[config.mk]
export PLATFORM = sky130hd
export DESIGN_NAME = earliest_free_server_scheduler_core
export DESIGN_NICKNAME = d
export VERILOG_FILES = /design/src/rtl/efs_pkg.sv /design/src/rtl/earliest_free_server_scheduler_core.sv /design/src/rtl/efs_heap_mem.sv
export SDC_FILE = /design/constraint.sdc
export NUM_CORES = 2
export LEC_CHECK = 0
export ABC_AREA = 0
export BUFFER_PORTS_ARGS = -buffer_cell sky130_fd_sc_hd__buf_2
export CORE_ASPECT_RATIO = 0.7
export CORE_MARGIN = 2
export CORE_UTILIZATION = 45
export CTS_CLUSTER_DIAMETER = 120
export DETAILED_ROUTE_END_ITERATION = 6
export PLACE_DENSITY = 0.62
export SYNTH_ARGS = -nofsm -noshare
export SYNTH_HDL_FRONTEND = slang
export SYNTH_SLANG_ARGS = --single-unit
[constraint.sdc]
create_clock -name aclk -period 29 [get_ports aclk]
set_input_delay 0 -clock aclk [delete_from_list [all_inputs] [get_ports aclk]]
set_output_delay 0 -clock aclk [all_outputs]
set_load 0.03 [all_outputs]
[src/rtl/efs_pkg.sv]
// shared types and constants of the earliest-free server scheduler
// item structs, heap entry and memory request structs, heap ordering function
// no dependencies
package efs_pkg;

    localparam int TIME_W    = 48;
    localparam int SRV_W     = 4;
    localparam int OPER_W    = 16;
    localparam int CNT_W     = 5;
    localparam int POS_W     = 5;
    localparam int PROD_W    = 2 * OPER_W;
    localparam int CNT_MAX   = 31;
    localparam int RATE_SLOTS = 16;
    localparam int CNT_RESET = 16;

    localparam logic [TIME_W-1:0] TIME_MAX = '1;

    localparam logic OP_RATE = 1'b0;
    localparam logic OP_JOB  = 1'b1;

    typedef struct packed {
        logic              opcode;
        logic [SRV_W-1:0]  server_index;
        logic [OPER_W-1:0] operand_value;
    } in_item_t;

    typedef struct packed {
        logic [SRV_W-1:0]  assigned_server;
        logic [TIME_W-1:0] finish_time;
        logic [TIME_W-1:0] makespan;
    } out_item_t;

    typedef struct packed {
        logic [TIME_W-1:0] time_val;
        logic [POS_W-1:0]  idx;
    } heap_entry_t;

    typedef struct packed {
        logic             l_en;
        logic [POS_W-1:0] l_addr;
        logic             r_en;
        logic [POS_W-1:0] r_addr;
    } heap_rd_req_t;

    typedef struct packed {
        logic             en;
        logic [POS_W-1:0] addr;
        heap_entry_t      data;
    } heap_wr_t;

    function automatic logic earlier(input heap_entry_t a, input heap_entry_t b);
        return (a.time_val < b.time_val) ||
               ((a.time_val == b.time_val) && (a.idx < b.idx));
    endfunction

endpackage

[src/rtl/earliest_free_server_scheduler_core.sv]
// earliest-free server scheduler, top level
// control sequencer, rate table and makespan around the heap memory
// depends on efs_pkg and efs_heap_mem
//
// usage: s_item carries either a rate load (opcode 0) or a job (opcode 1). each
// accepted item gives exactly one m_item. a job goes to the server at the heap
// root (earliest free, lowest index on ties), whose free time grows by its rate
// times the job's unit count, saturating; m_item gives that server, its new free
// time and the running makespan. a rate load echoes the index with time 0.
// cfg_data writes the server count (0 taken as 1, clamped to the heap depth);
// the write clears all free times and the makespan, rates are kept.
// a rate load goes from acceptance straight to the output load; a job passes
// through the root read, the multiply, the add, the sift-down (one heap level
// per step, until the entry stops moving) and then the output load.
// one item is in work at a time; s_ready is high only while the sequencer is
// idle, also while an earlier result still waits in the output register. when
// m_ready is low a finished result holds in the sequencer until the output
// register frees. reset clears rates, free times, makespan and sets the server
// count to 16 (or the heap depth if smaller); no clearing pass is needed.
module earliest_free_server_scheduler_core #(
    parameter int MAX_SERVERS = 16
) (
    input  logic                aclk,
    input  logic                aresetn,
    input  logic                s_valid,
    output logic                s_ready,
    input  efs_pkg::in_item_t   s_item,
    output logic                m_valid,
    input  logic                m_ready,
    output efs_pkg::out_item_t  m_item,
    input  logic                cfg_valid,
    output logic                cfg_ready,
    input  logic [4:0]          cfg_data
);
    import efs_pkg::*;

    localparam int HEAP_DEPTH = (MAX_SERVERS < CNT_MAX) ? MAX_SERVERS : CNT_MAX;
    localparam int RATE_DEPTH = (MAX_SERVERS < RATE_SLOTS) ? MAX_SERVERS : RATE_SLOTS;
    localparam int RATE_AW    = $clog2(RATE_DEPTH);
    localparam logic [CNT_W-1:0] COUNT_INIT =
        CNT_W'((CNT_RESET < HEAP_DEPTH) ? CNT_RESET : HEAP_DEPTH);

    localparam logic [2:0] ST_IDLE = 3'd0;
    localparam logic [2:0] ST_ROOT = 3'd1;
    localparam logic [2:0] ST_ADD  = 3'd2;
    localparam logic [2:0] ST_SIFT = 3'd3;
    localparam logic [2:0] ST_EMIT = 3'd4;

    logic [2:0]          state_reg, state_next;
    logic [CNT_W-1:0]    count_reg, count_next;
    logic [TIME_W-1:0]   longest_reg, longest_next;
    logic [OPER_W-1:0]   rate_reg [RATE_DEPTH];
    logic [OPER_W-1:0]   units_reg, units_next;
    logic [PROD_W-1:0]   prod_reg, prod_next;
    heap_entry_t         cur_reg, cur_next;
    logic [POS_W-1:0]    pos_reg, pos_next;
    logic                l_ok_reg, l_ok_next;
    logic                r_ok_reg, r_ok_next;
    out_item_t           res_reg, res_next;
    out_item_t           out_reg, out_next;
    logic                m_valid_reg, m_valid_next;

    logic                in_fire;
    logic                cfg_fire;
    logic                rate_we;
    logic                heap_clear;
    heap_rd_req_t        rd_req;
    heap_wr_t            wr;
    heap_entry_t         rd_l_data;
    heap_entry_t         rd_r_data;
    logic [OPER_W-1:0]   rate_rd;
    logic [TIME_W:0]     sum;
    logic [TIME_W-1:0]   t_new;
    logic [TIME_W-1:0]   span_new;
    logic [POS_W:0]      lpos, rpos;
    heap_entry_t         best_ent;
    logic [POS_W-1:0]    best_pos;
    logic                moved;
    logic [POS_W-1:0]    sift_pos;
    logic [POS_W:0]      lc, rc;
    logic [POS_W:0]      n_ext;
    logic [CNT_W-1:0]    cfg_count;

    efs_heap_mem #(
        .DEPTH (HEAP_DEPTH)
    ) u_heap (
        .aclk      (aclk),
        .aresetn   (aresetn),
        .clear     (heap_clear),
        .rd_req    (rd_req),
        .wr        (wr),
        .rd_l_data (rd_l_data),
        .rd_r_data (rd_r_data)
    );

    assign s_ready   = (state_reg == ST_IDLE) && !cfg_valid;
    assign cfg_ready = (state_reg == ST_IDLE);
    assign in_fire   = s_valid && s_ready;
    assign cfg_fire  = cfg_valid && cfg_ready;
    assign rate_we   = in_fire && (s_item.opcode == OP_RATE) &&
                       ({1'b0, s_item.server_index} < (SRV_W+1)'(RATE_DEPTH));
    assign m_valid   = m_valid_reg;
    assign m_item    = out_reg;

    always_comb begin
        if (cfg_data == '0) begin
            cfg_count = CNT_W'(1);
        end else if (cfg_data > CNT_W'(HEAP_DEPTH)) begin
            cfg_count = CNT_W'(HEAP_DEPTH);
        end else begin
            cfg_count = cfg_data;
        end
    end

    // rate of the server at the root
    assign rate_rd = (rd_l_data.idx < CNT_W'(RATE_DEPTH)) ?
                     rate_reg[rd_l_data.idx[RATE_AW-1:0]] : '0;

    // saturating add of the job's service time
    assign sum      = {1'b0, cur_reg.time_val} + (TIME_W+1)'(prod_reg);
    assign t_new    = sum[TIME_W] ? TIME_MAX : sum[TIME_W-1:0];
    assign span_new = (t_new > longest_reg) ? t_new : longest_reg;

    // pick the earliest of the moving entry and its children
    assign lpos = {pos_reg, 1'b1};
    assign rpos = {pos_reg, 1'b0} + (POS_W+1)'(2);

    always_comb begin
        best_ent = cur_reg;
        best_pos = pos_reg;
        if (l_ok_reg && earlier(rd_l_data, best_ent)) begin
            best_ent = rd_l_data;
            best_pos = lpos[POS_W-1:0];
        end
        if (r_ok_reg && earlier(rd_r_data, best_ent)) begin
            best_ent = rd_r_data;
            best_pos = rpos[POS_W-1:0];
        end
    end

    assign moved    = (best_pos != pos_reg);
    assign sift_pos = (state_reg == ST_SIFT) ? best_pos : '0;
    assign lc       = {sift_pos, 1'b1};
    assign rc       = {sift_pos, 1'b0} + (POS_W+1)'(2);
    assign n_ext    = {1'b0, count_reg};

    always_comb begin
        state_next   = state_reg;
        count_next   = count_reg;
        longest_next = longest_reg;
        units_next   = units_reg;
        prod_next    = prod_reg;
        cur_next     = cur_reg;
        pos_next     = pos_reg;
        l_ok_next    = l_ok_reg;
        r_ok_next    = r_ok_reg;
        res_next     = res_reg;
        out_next     = out_reg;
        m_valid_next = m_valid_reg && !m_ready;
        heap_clear   = 1'b0;
        rd_req       = '0;
        wr           = '0;

        if (cfg_fire) begin
            count_next   = cfg_count;
            longest_next = '0;
            heap_clear   = 1'b1;
        end

        case (state_reg)
            ST_IDLE: begin
                if (in_fire) begin
                    if (s_item.opcode == OP_JOB) begin
                        rd_req.l_en   = 1'b1;
                        rd_req.l_addr = '0;
                        units_next    = s_item.operand_value;
                        state_next    = ST_ROOT;
                    end else begin
                        res_next = '{assigned_server: s_item.server_index,
                                     finish_time: '0,
                                     makespan: longest_reg};
                        state_next = ST_EMIT;
                    end
                end
            end
            ST_ROOT: begin
                cur_next   = rd_l_data;
                prod_next  = PROD_W'(rate_rd) * PROD_W'(units_reg);
                state_next = ST_ADD;
            end
            ST_ADD: begin
                cur_next.time_val = t_new;
                longest_next      = span_new;
                res_next = '{assigned_server: cur_reg.idx[SRV_W-1:0],
                             finish_time: t_new,
                             makespan: span_new};
                pos_next      = '0;
                l_ok_next     = lc < n_ext;
                r_ok_next     = rc < n_ext;
                rd_req.l_en   = lc < n_ext;
                rd_req.l_addr = lc[POS_W-1:0];
                rd_req.r_en   = rc < n_ext;
                rd_req.r_addr = rc[POS_W-1:0];
                state_next    = ST_SIFT;
            end
            ST_SIFT: begin
                wr.en   = 1'b1;
                wr.addr = pos_reg;
                if (moved) begin
                    wr.data       = best_ent;
                    pos_next      = best_pos;
                    l_ok_next     = lc < n_ext;
                    r_ok_next     = rc < n_ext;
                    rd_req.l_en   = lc < n_ext;
                    rd_req.l_addr = lc[POS_W-1:0];
                    rd_req.r_en   = rc < n_ext;
                    rd_req.r_addr = rc[POS_W-1:0];
                end else begin
                    wr.data    = cur_reg;
                    state_next = ST_EMIT;
                end
            end
            ST_EMIT: begin
                if (!m_valid_reg || m_ready) begin
                    out_next     = res_reg;
                    m_valid_next = 1'b1;
                    state_next   = ST_IDLE;
                end
            end
            default: begin
                state_next = ST_IDLE;
            end
        endcase
    end

    always_ff @(posedge aclk) begin
        if (!aresetn) begin
            state_reg   <= ST_IDLE;
            count_reg   <= COUNT_INIT;
            longest_reg <= '0;
            m_valid_reg <= 1'b0;
        end else begin
            state_reg   <= state_next;
            count_reg   <= count_next;
            longest_reg <= longest_next;
            m_valid_reg <= m_valid_next;
        end
    end

    always_ff @(posedge aclk) begin
        if (!aresetn) begin
            for (int i = 0; i < RATE_DEPTH; i++) begin
                rate_reg[i] <= '0;
            end
        end else if (rate_we) begin
            rate_reg[s_item.server_index[RATE_AW-1:0]] <= s_item.operand_value;
        end
    end

    always_ff @(posedge aclk) begin
        units_reg <= units_next;
        prod_reg  <= prod_next;
        cur_reg   <= cur_next;
        pos_reg   <= pos_next;
        l_ok_reg  <= l_ok_next;
        r_ok_reg  <= r_ok_next;
        res_reg   <= res_next;
        out_reg   <= out_next;
    end

endmodule

[src/rtl/efs_heap_mem.sv]
// heap memory: one write port, two registered read ports, per-entry valid bits
// an entry never written since reset or clear reads as time zero with index = position
// depends on efs_pkg
module efs_heap_mem #(
    parameter int DEPTH = 16
) (
    input  logic                 aclk,
    input  logic                 aresetn,
    input  logic                 clear,
    input  efs_pkg::heap_rd_req_t rd_req,
    input  efs_pkg::heap_wr_t    wr,
    output efs_pkg::heap_entry_t rd_l_data,
    output efs_pkg::heap_entry_t rd_r_data
);
    import efs_pkg::*;

    localparam int AW = $clog2(DEPTH);

    heap_entry_t            heap_mem [DEPTH];
    logic [DEPTH-1:0]       valid_reg;
    heap_entry_t            l_q_reg;
    heap_entry_t            r_q_reg;
    logic                   l_vld_reg;
    logic                   r_vld_reg;
    logic [POS_W-1:0]       l_addr_reg;
    logic [POS_W-1:0]       r_addr_reg;

    always_ff @(posedge aclk) begin
        if (wr.en) begin
            heap_mem[wr.addr[AW-1:0]] <= wr.data;
        end
        if (rd_req.l_en) begin
            l_q_reg    <= heap_mem[rd_req.l_addr[AW-1:0]];
            l_vld_reg  <= valid_reg[rd_req.l_addr[AW-1:0]];
            l_addr_reg <= rd_req.l_addr;
        end
        if (rd_req.r_en) begin
            r_q_reg    <= heap_mem[rd_req.r_addr[AW-1:0]];
            r_vld_reg  <= valid_reg[rd_req.r_addr[AW-1:0]];
            r_addr_reg <= rd_req.r_addr;
        end
    end

    always_ff @(posedge aclk) begin
        if (!aresetn || clear) begin
            valid_reg <= '0;
        end else if (wr.en) begin
            valid_reg[wr.addr[AW-1:0]] <= 1'b1;
        end
    end

    assign rd_l_data = l_vld_reg ? l_q_reg : heap_entry_t'{time_val: '0, idx: l_addr_reg};
    assign rd_r_data = r_vld_reg ? r_q_reg : heap_entry_t'{time_val: '0, idx: r_addr_reg};

endmodule

### Word-level counts from Yosys, hierarchy flattened

Memory sizes are Yosys's and may differ from the RTL's. A register that Yosys moved wholly into a read port is not among the register bits.
Index checks and enable logic that the tools add are counted.

* bits in read-only memories: 0
* memories: 2
* register bits: 393
* bits in latches: 0
* word-level logic and storage cells: 139
* memory bits (writable): 1104
* input port bits: 31

Memories
* u_heap.heap_mem: words 16, bits a word 53, read ports 2, clocked after Yosys merged registers in 2, wr ports 1, line efs_heap_mem.sv:19 `heap_entry_t heap_mem [DEPTH];`
* rate_reg: words 16, bits a word 16, read ports 1, clocked after Yosys merged registers in 0, wr ports 16, line earliest_free_server_scheduler_core.sv:52 `logic [OPER_W-1:0] rate_reg [RATE_DEPTH];`

* reduce and logical (&&, ||, !) cells: 30
* div/mod/pow operators: 0
* bitwise logic cells: 2
* add/sub/neg operators: 3
* shift operators: 0
* multipliers: 1
* mux-type cells: 54
* equality and inequality tests: 12
* magnitude comparators: 13

Operators by type and width (count)
* two-way mux 53 bit: 5
* two-way mux 100 bit: 2
* case mux 100 bit (2 select lines): 1
* two-way mux 48 bit: 4
* equality test 48 bit: 2
* < comparator 48 bit: 2
* case mux 48 bit (2 select lines): 1
* two-way mux 59 bit: 1
* adder 48 x 32 -> 49 bit: 1
* > comparator 48 bit: 1
* multiplier 16 x 16 -> 32 bit: 1
* two-way mux 16 bit: 2
* two-way mux 5 bit: 6
* case mux 6 bit (3 select lines): 1
* bitwise OR 16 bit: 1
* OR reduction 16 bit: 1
* < comparator 4 x 5 -> 1 bit (second input constant): 3
* two-way mux 1 bit: 15
* case mux 3 bit (5 select lines): 1
* < comparator 6 x 5 -> 1 bit: 2
* two-way mux 12 bit: 1
* two-way mux 3 bit: 4
* two-way mux 6 bit: 2
* case mux 6 bit (2 select lines): 1
* other kinds (26): 54

### Longest topological paths before layout

* depth in word-level cells: 19
* mapped depth: 35
* depth with buffers taken out: 32

### Hierarchy

Synthesis repeated with hierarchy kept, for this count alone.

* cell total of the unflattened synthesis: 5707
* area, all modules: 83595.2 µm²

Modules (own cells, without submodules)
* efs_heap_mem: cells an instance 2048, instances 1, area each 42927.4 µm²
* earliest_free_server_scheduler_core: cells an instance 3659, instances 1, area each 40667.8 µm²

### Worst setup path before layout

Ideal clock, no wire load.

* path kind: reg2reg
* start point: reg u_heap.l_vld_reg
* end point: reg u_heap.r_addr_reg[1] (enable)
* path buffers: 8
* data required time: 28.577 ns
* stages on the path, launching flop included: 32
* arrival: 8.771 ns
* clock period less this slack: 9.194 ns
* setup time: 0.423 ns
* path slack: 19.806 ns
* cell sequence: edfxtp_1 buf_2 clkbuf_1 clkbuf_1 and2_1 ha_1 nand3_1 or4_1 a21o_1 a311oi_1 nor3b_1 nor2_1 clkbuf_1 clkbuf_1 a21oi_1 ha_1 nand4_1 nor3_1 nand4_1 a2111oi_1 o31ai_2 o21ai_2 or3_1 clkbuf_1 clkbuf_1 clkbuf_1 ha_1 nor2b_1 o21a_1 o21a_1 o21ai_0 and4b_1

RTL lines
* start: declaration: line efs_heap_mem.sv:23 `logic l_vld_reg;`
* start signal: assignment: line efs_heap_mem.sv:34 `l_vld_reg <= valid_reg[rd_req.l_addr[AW-1:0]];`
* end signal: assignment: line efs_heap_mem.sv:40 `r_addr_reg <= rd_req.r_addr;`
* end: declaration: line efs_heap_mem.sv:26 `logic [POS_W-1:0] r_addr_reg;`

==> summary.txt <==
Outcome = complete, no violations
H-tree levels = 4
Total chip power = 7.942 mW
Max Buffers Root-to-Sink = 3
Critical-path maximum fanout = 71
Nets@finish = 7052
Number of synthesized register bits = 1602
Final core utilization = 50.62%
Die X = 505.0 um
# rows = 128
FMAX = 0.08382 GHz
IO Port Bufs = 133
Post-CTS setup repair buffer count = 0
Critical path class = reg -> reg
First-pass GRT wire length = 343.0 mm
Drt via density = 5.780
Largest net degree at the start of global routing = 133
Crit path top cell by count = buf_4
Design Area, Final = 88200 um^2
Worst EP required = 29400 ps
Die area = 179100 um^2
Largest register FFs = 848
Core box area = 174200 um^2
Post-Synthesis Cell Area = 79060 um^2
Post-synth cell types = 82
Root Buffer = clkbuf_16
Worst R2R Path Depth = 31
Starting density of the core = 45.37%
Max VDD drop = 0.1406 mV
Post-cts hold buffer count = 37
Clock Skew = 45.47 ps
Gpl congestion = 0.9406
DRT iter0 DRCs = 6357
Post-DP Area = 82790 um^2
WL/cell = 26.15 um
Post-Syn Area per Cell = 12.30 um^2
WL final = 235.3 mm
CP max-delay cell = buf_4
Hold Crit Depth = 5
DR vias = 52.01k
Hold Crit Class = in -> reg
Hold path start = m_ready
Inst Count DP = 8681
Clock Sink Count = 1602
Endpoints failing hold = 0
Slew @ Worst Pin = 1334 ps
Commonest non-fill, non-tap cell in the layout = edfxtp_1
Max-Cap Viols = 0
Worst Setup End Kind = flop
Tot GR Track Use = 25.96%
Reg2reg start = u_heap.l_vld_reg
Final period util = 41.14%
Post-synth EDFFs = 1529
I/O pins = 134
Dpl hpwl = 151.4 mm
Worst Setup SP = u_heap.l_vld_reg
Fin cells = 8999
Initial antenna violation count = 9
Synth Instances = 6430
Startpoint types = flop
Post-CTS Resized = 0
Die H = 354.7 um
WP data arrival = 12330 ps
Area growth syn-to-layout = 11.56%
Final Max Slew Viols = 0
DRC = 0
Ys Warns = 0
P_leak = 32.05 nW
Syn Nets = 6949
Most used DFF post-synth = edfxtp_1
PD cells = 90.06 nW/um^2
Fin crit period = 11930 ps
Setup TNS = 0 ps
Vias in the first global route = 50.20k
Finish-stage setup viols = 0
Most frequent cells in the layout = edfxtp_1 (1529), nand2_1 (956), and2_1 (440)
Clk Latency, worst-skew pair = 820 ps
Antenna fix cells = 0
CTS clk-pin slew, worst paths = 70 ps
Max incr delay on CP = 830 ps
RSZ-0062 raised after global routing = no
Total grt overflow = 0
Cts bufs inserted = 153
CTS tree = built
Initial DRT Pass Iterations = 5
Sequential fraction of the synthesis area = 59.93%
Worst relative slew slack = 10.87%
Fraction of layout cells with a size suffix above 1 = 10.87%
Fraction of registers with async set/reset = 0%
ANT nets after route = 0
==> cell usage after synthesis, types with 104 or more instances <==
library cell | number | share of area (%)
edfxtp_1 | 1529 | 58
nand2_1 | 959 | 4.6
and2_1 | 440 | 3.5
inv_1 | 404 | 1.9
nor2_1 | 309 | 1.5
ha_1 | 293 | 4.6
nand3_1 | 273 | 1.7
clkbuf_1 | 268 | 1.3
mux2i_1 | 231 | 2.9
a21oi_1 | 230 | 1.5
fa_1 | 195 | 4.9
o21ai_0 | 129 | 0.82
o211ai_1 | 122 | 1.2
mux2_2 | 119 | 1.7
a211oi_1 | 111 | 1.1
a21o_1 | 104 | 0.99
==> cells by family after synthesis <==
group                    share of synthesized area (%)
AO/OA/AOI/OAI                                    8.271
XOR/XNOR                                        0.7312
adder cells (fa/ha/maj)                          9.588
buffers and inverters                            3.802
flip-flops                                       59.93
multiplexers                                     4.620
AND/OR/NAND/NOR                                  13.06
==> report_power, final <==
part | total [mW] | internal [mW] | switching (mW)
combinational | 3.08 | 1.17 | 1.91
clock | 2.04 | 1.14 | 0.900
sequential | 2.82 | 2.74 | 0.0754
==> per-layer routing <==
layer,vias to the layer above,part of all wire [%],track usage [%]
li1,23290,-,-
met1,26130,45,38.87
met2,2272,42,36.73
met3,306,10,7.287
met4,12,2.6,7.228
met5,-,0.037,0
==> worst max-delay path: cells and delay by family (launching register included) <==
family,cells,cell delay [ps]
muxes,1,330
buffers and inverters,10,5020
DFF,1,320
adders and majority gates,3,1050
AOI/OAI and AO/OA,11,2460
and+or+nand+nor,6,2120
==> layout make-up <==
class	count	area [um^2]
fillers	15150	86050
flip-flops and latches	1602	47380
well taps	2340	2928
repair buffers	303	2072
inverters	407	1535
clock buffers	189	4006
clock inverters	92	1030
multi-input cells	4066	29250
==> metrics by stage <==
step                      hold WS (ps)  setup slack, ps
final                            113.1            17070
after global routing             144.4            16370
after CTS                        24.45            17300
after detailed placement         265.4            17380
after global placement           269.3            17470
after floorplan                  98.87            19810
==> final timing paths <==
check / endpoint / slack [ps]
max reg2reg: u_heap.r_addr_reg[2] / 17070
min: m_valid / 110
max: u_heap.r_addr_reg[2] / 17070
min reg2reg: m_item[93] / 410
Note: power is estimated with default switching activity, not from simulation.
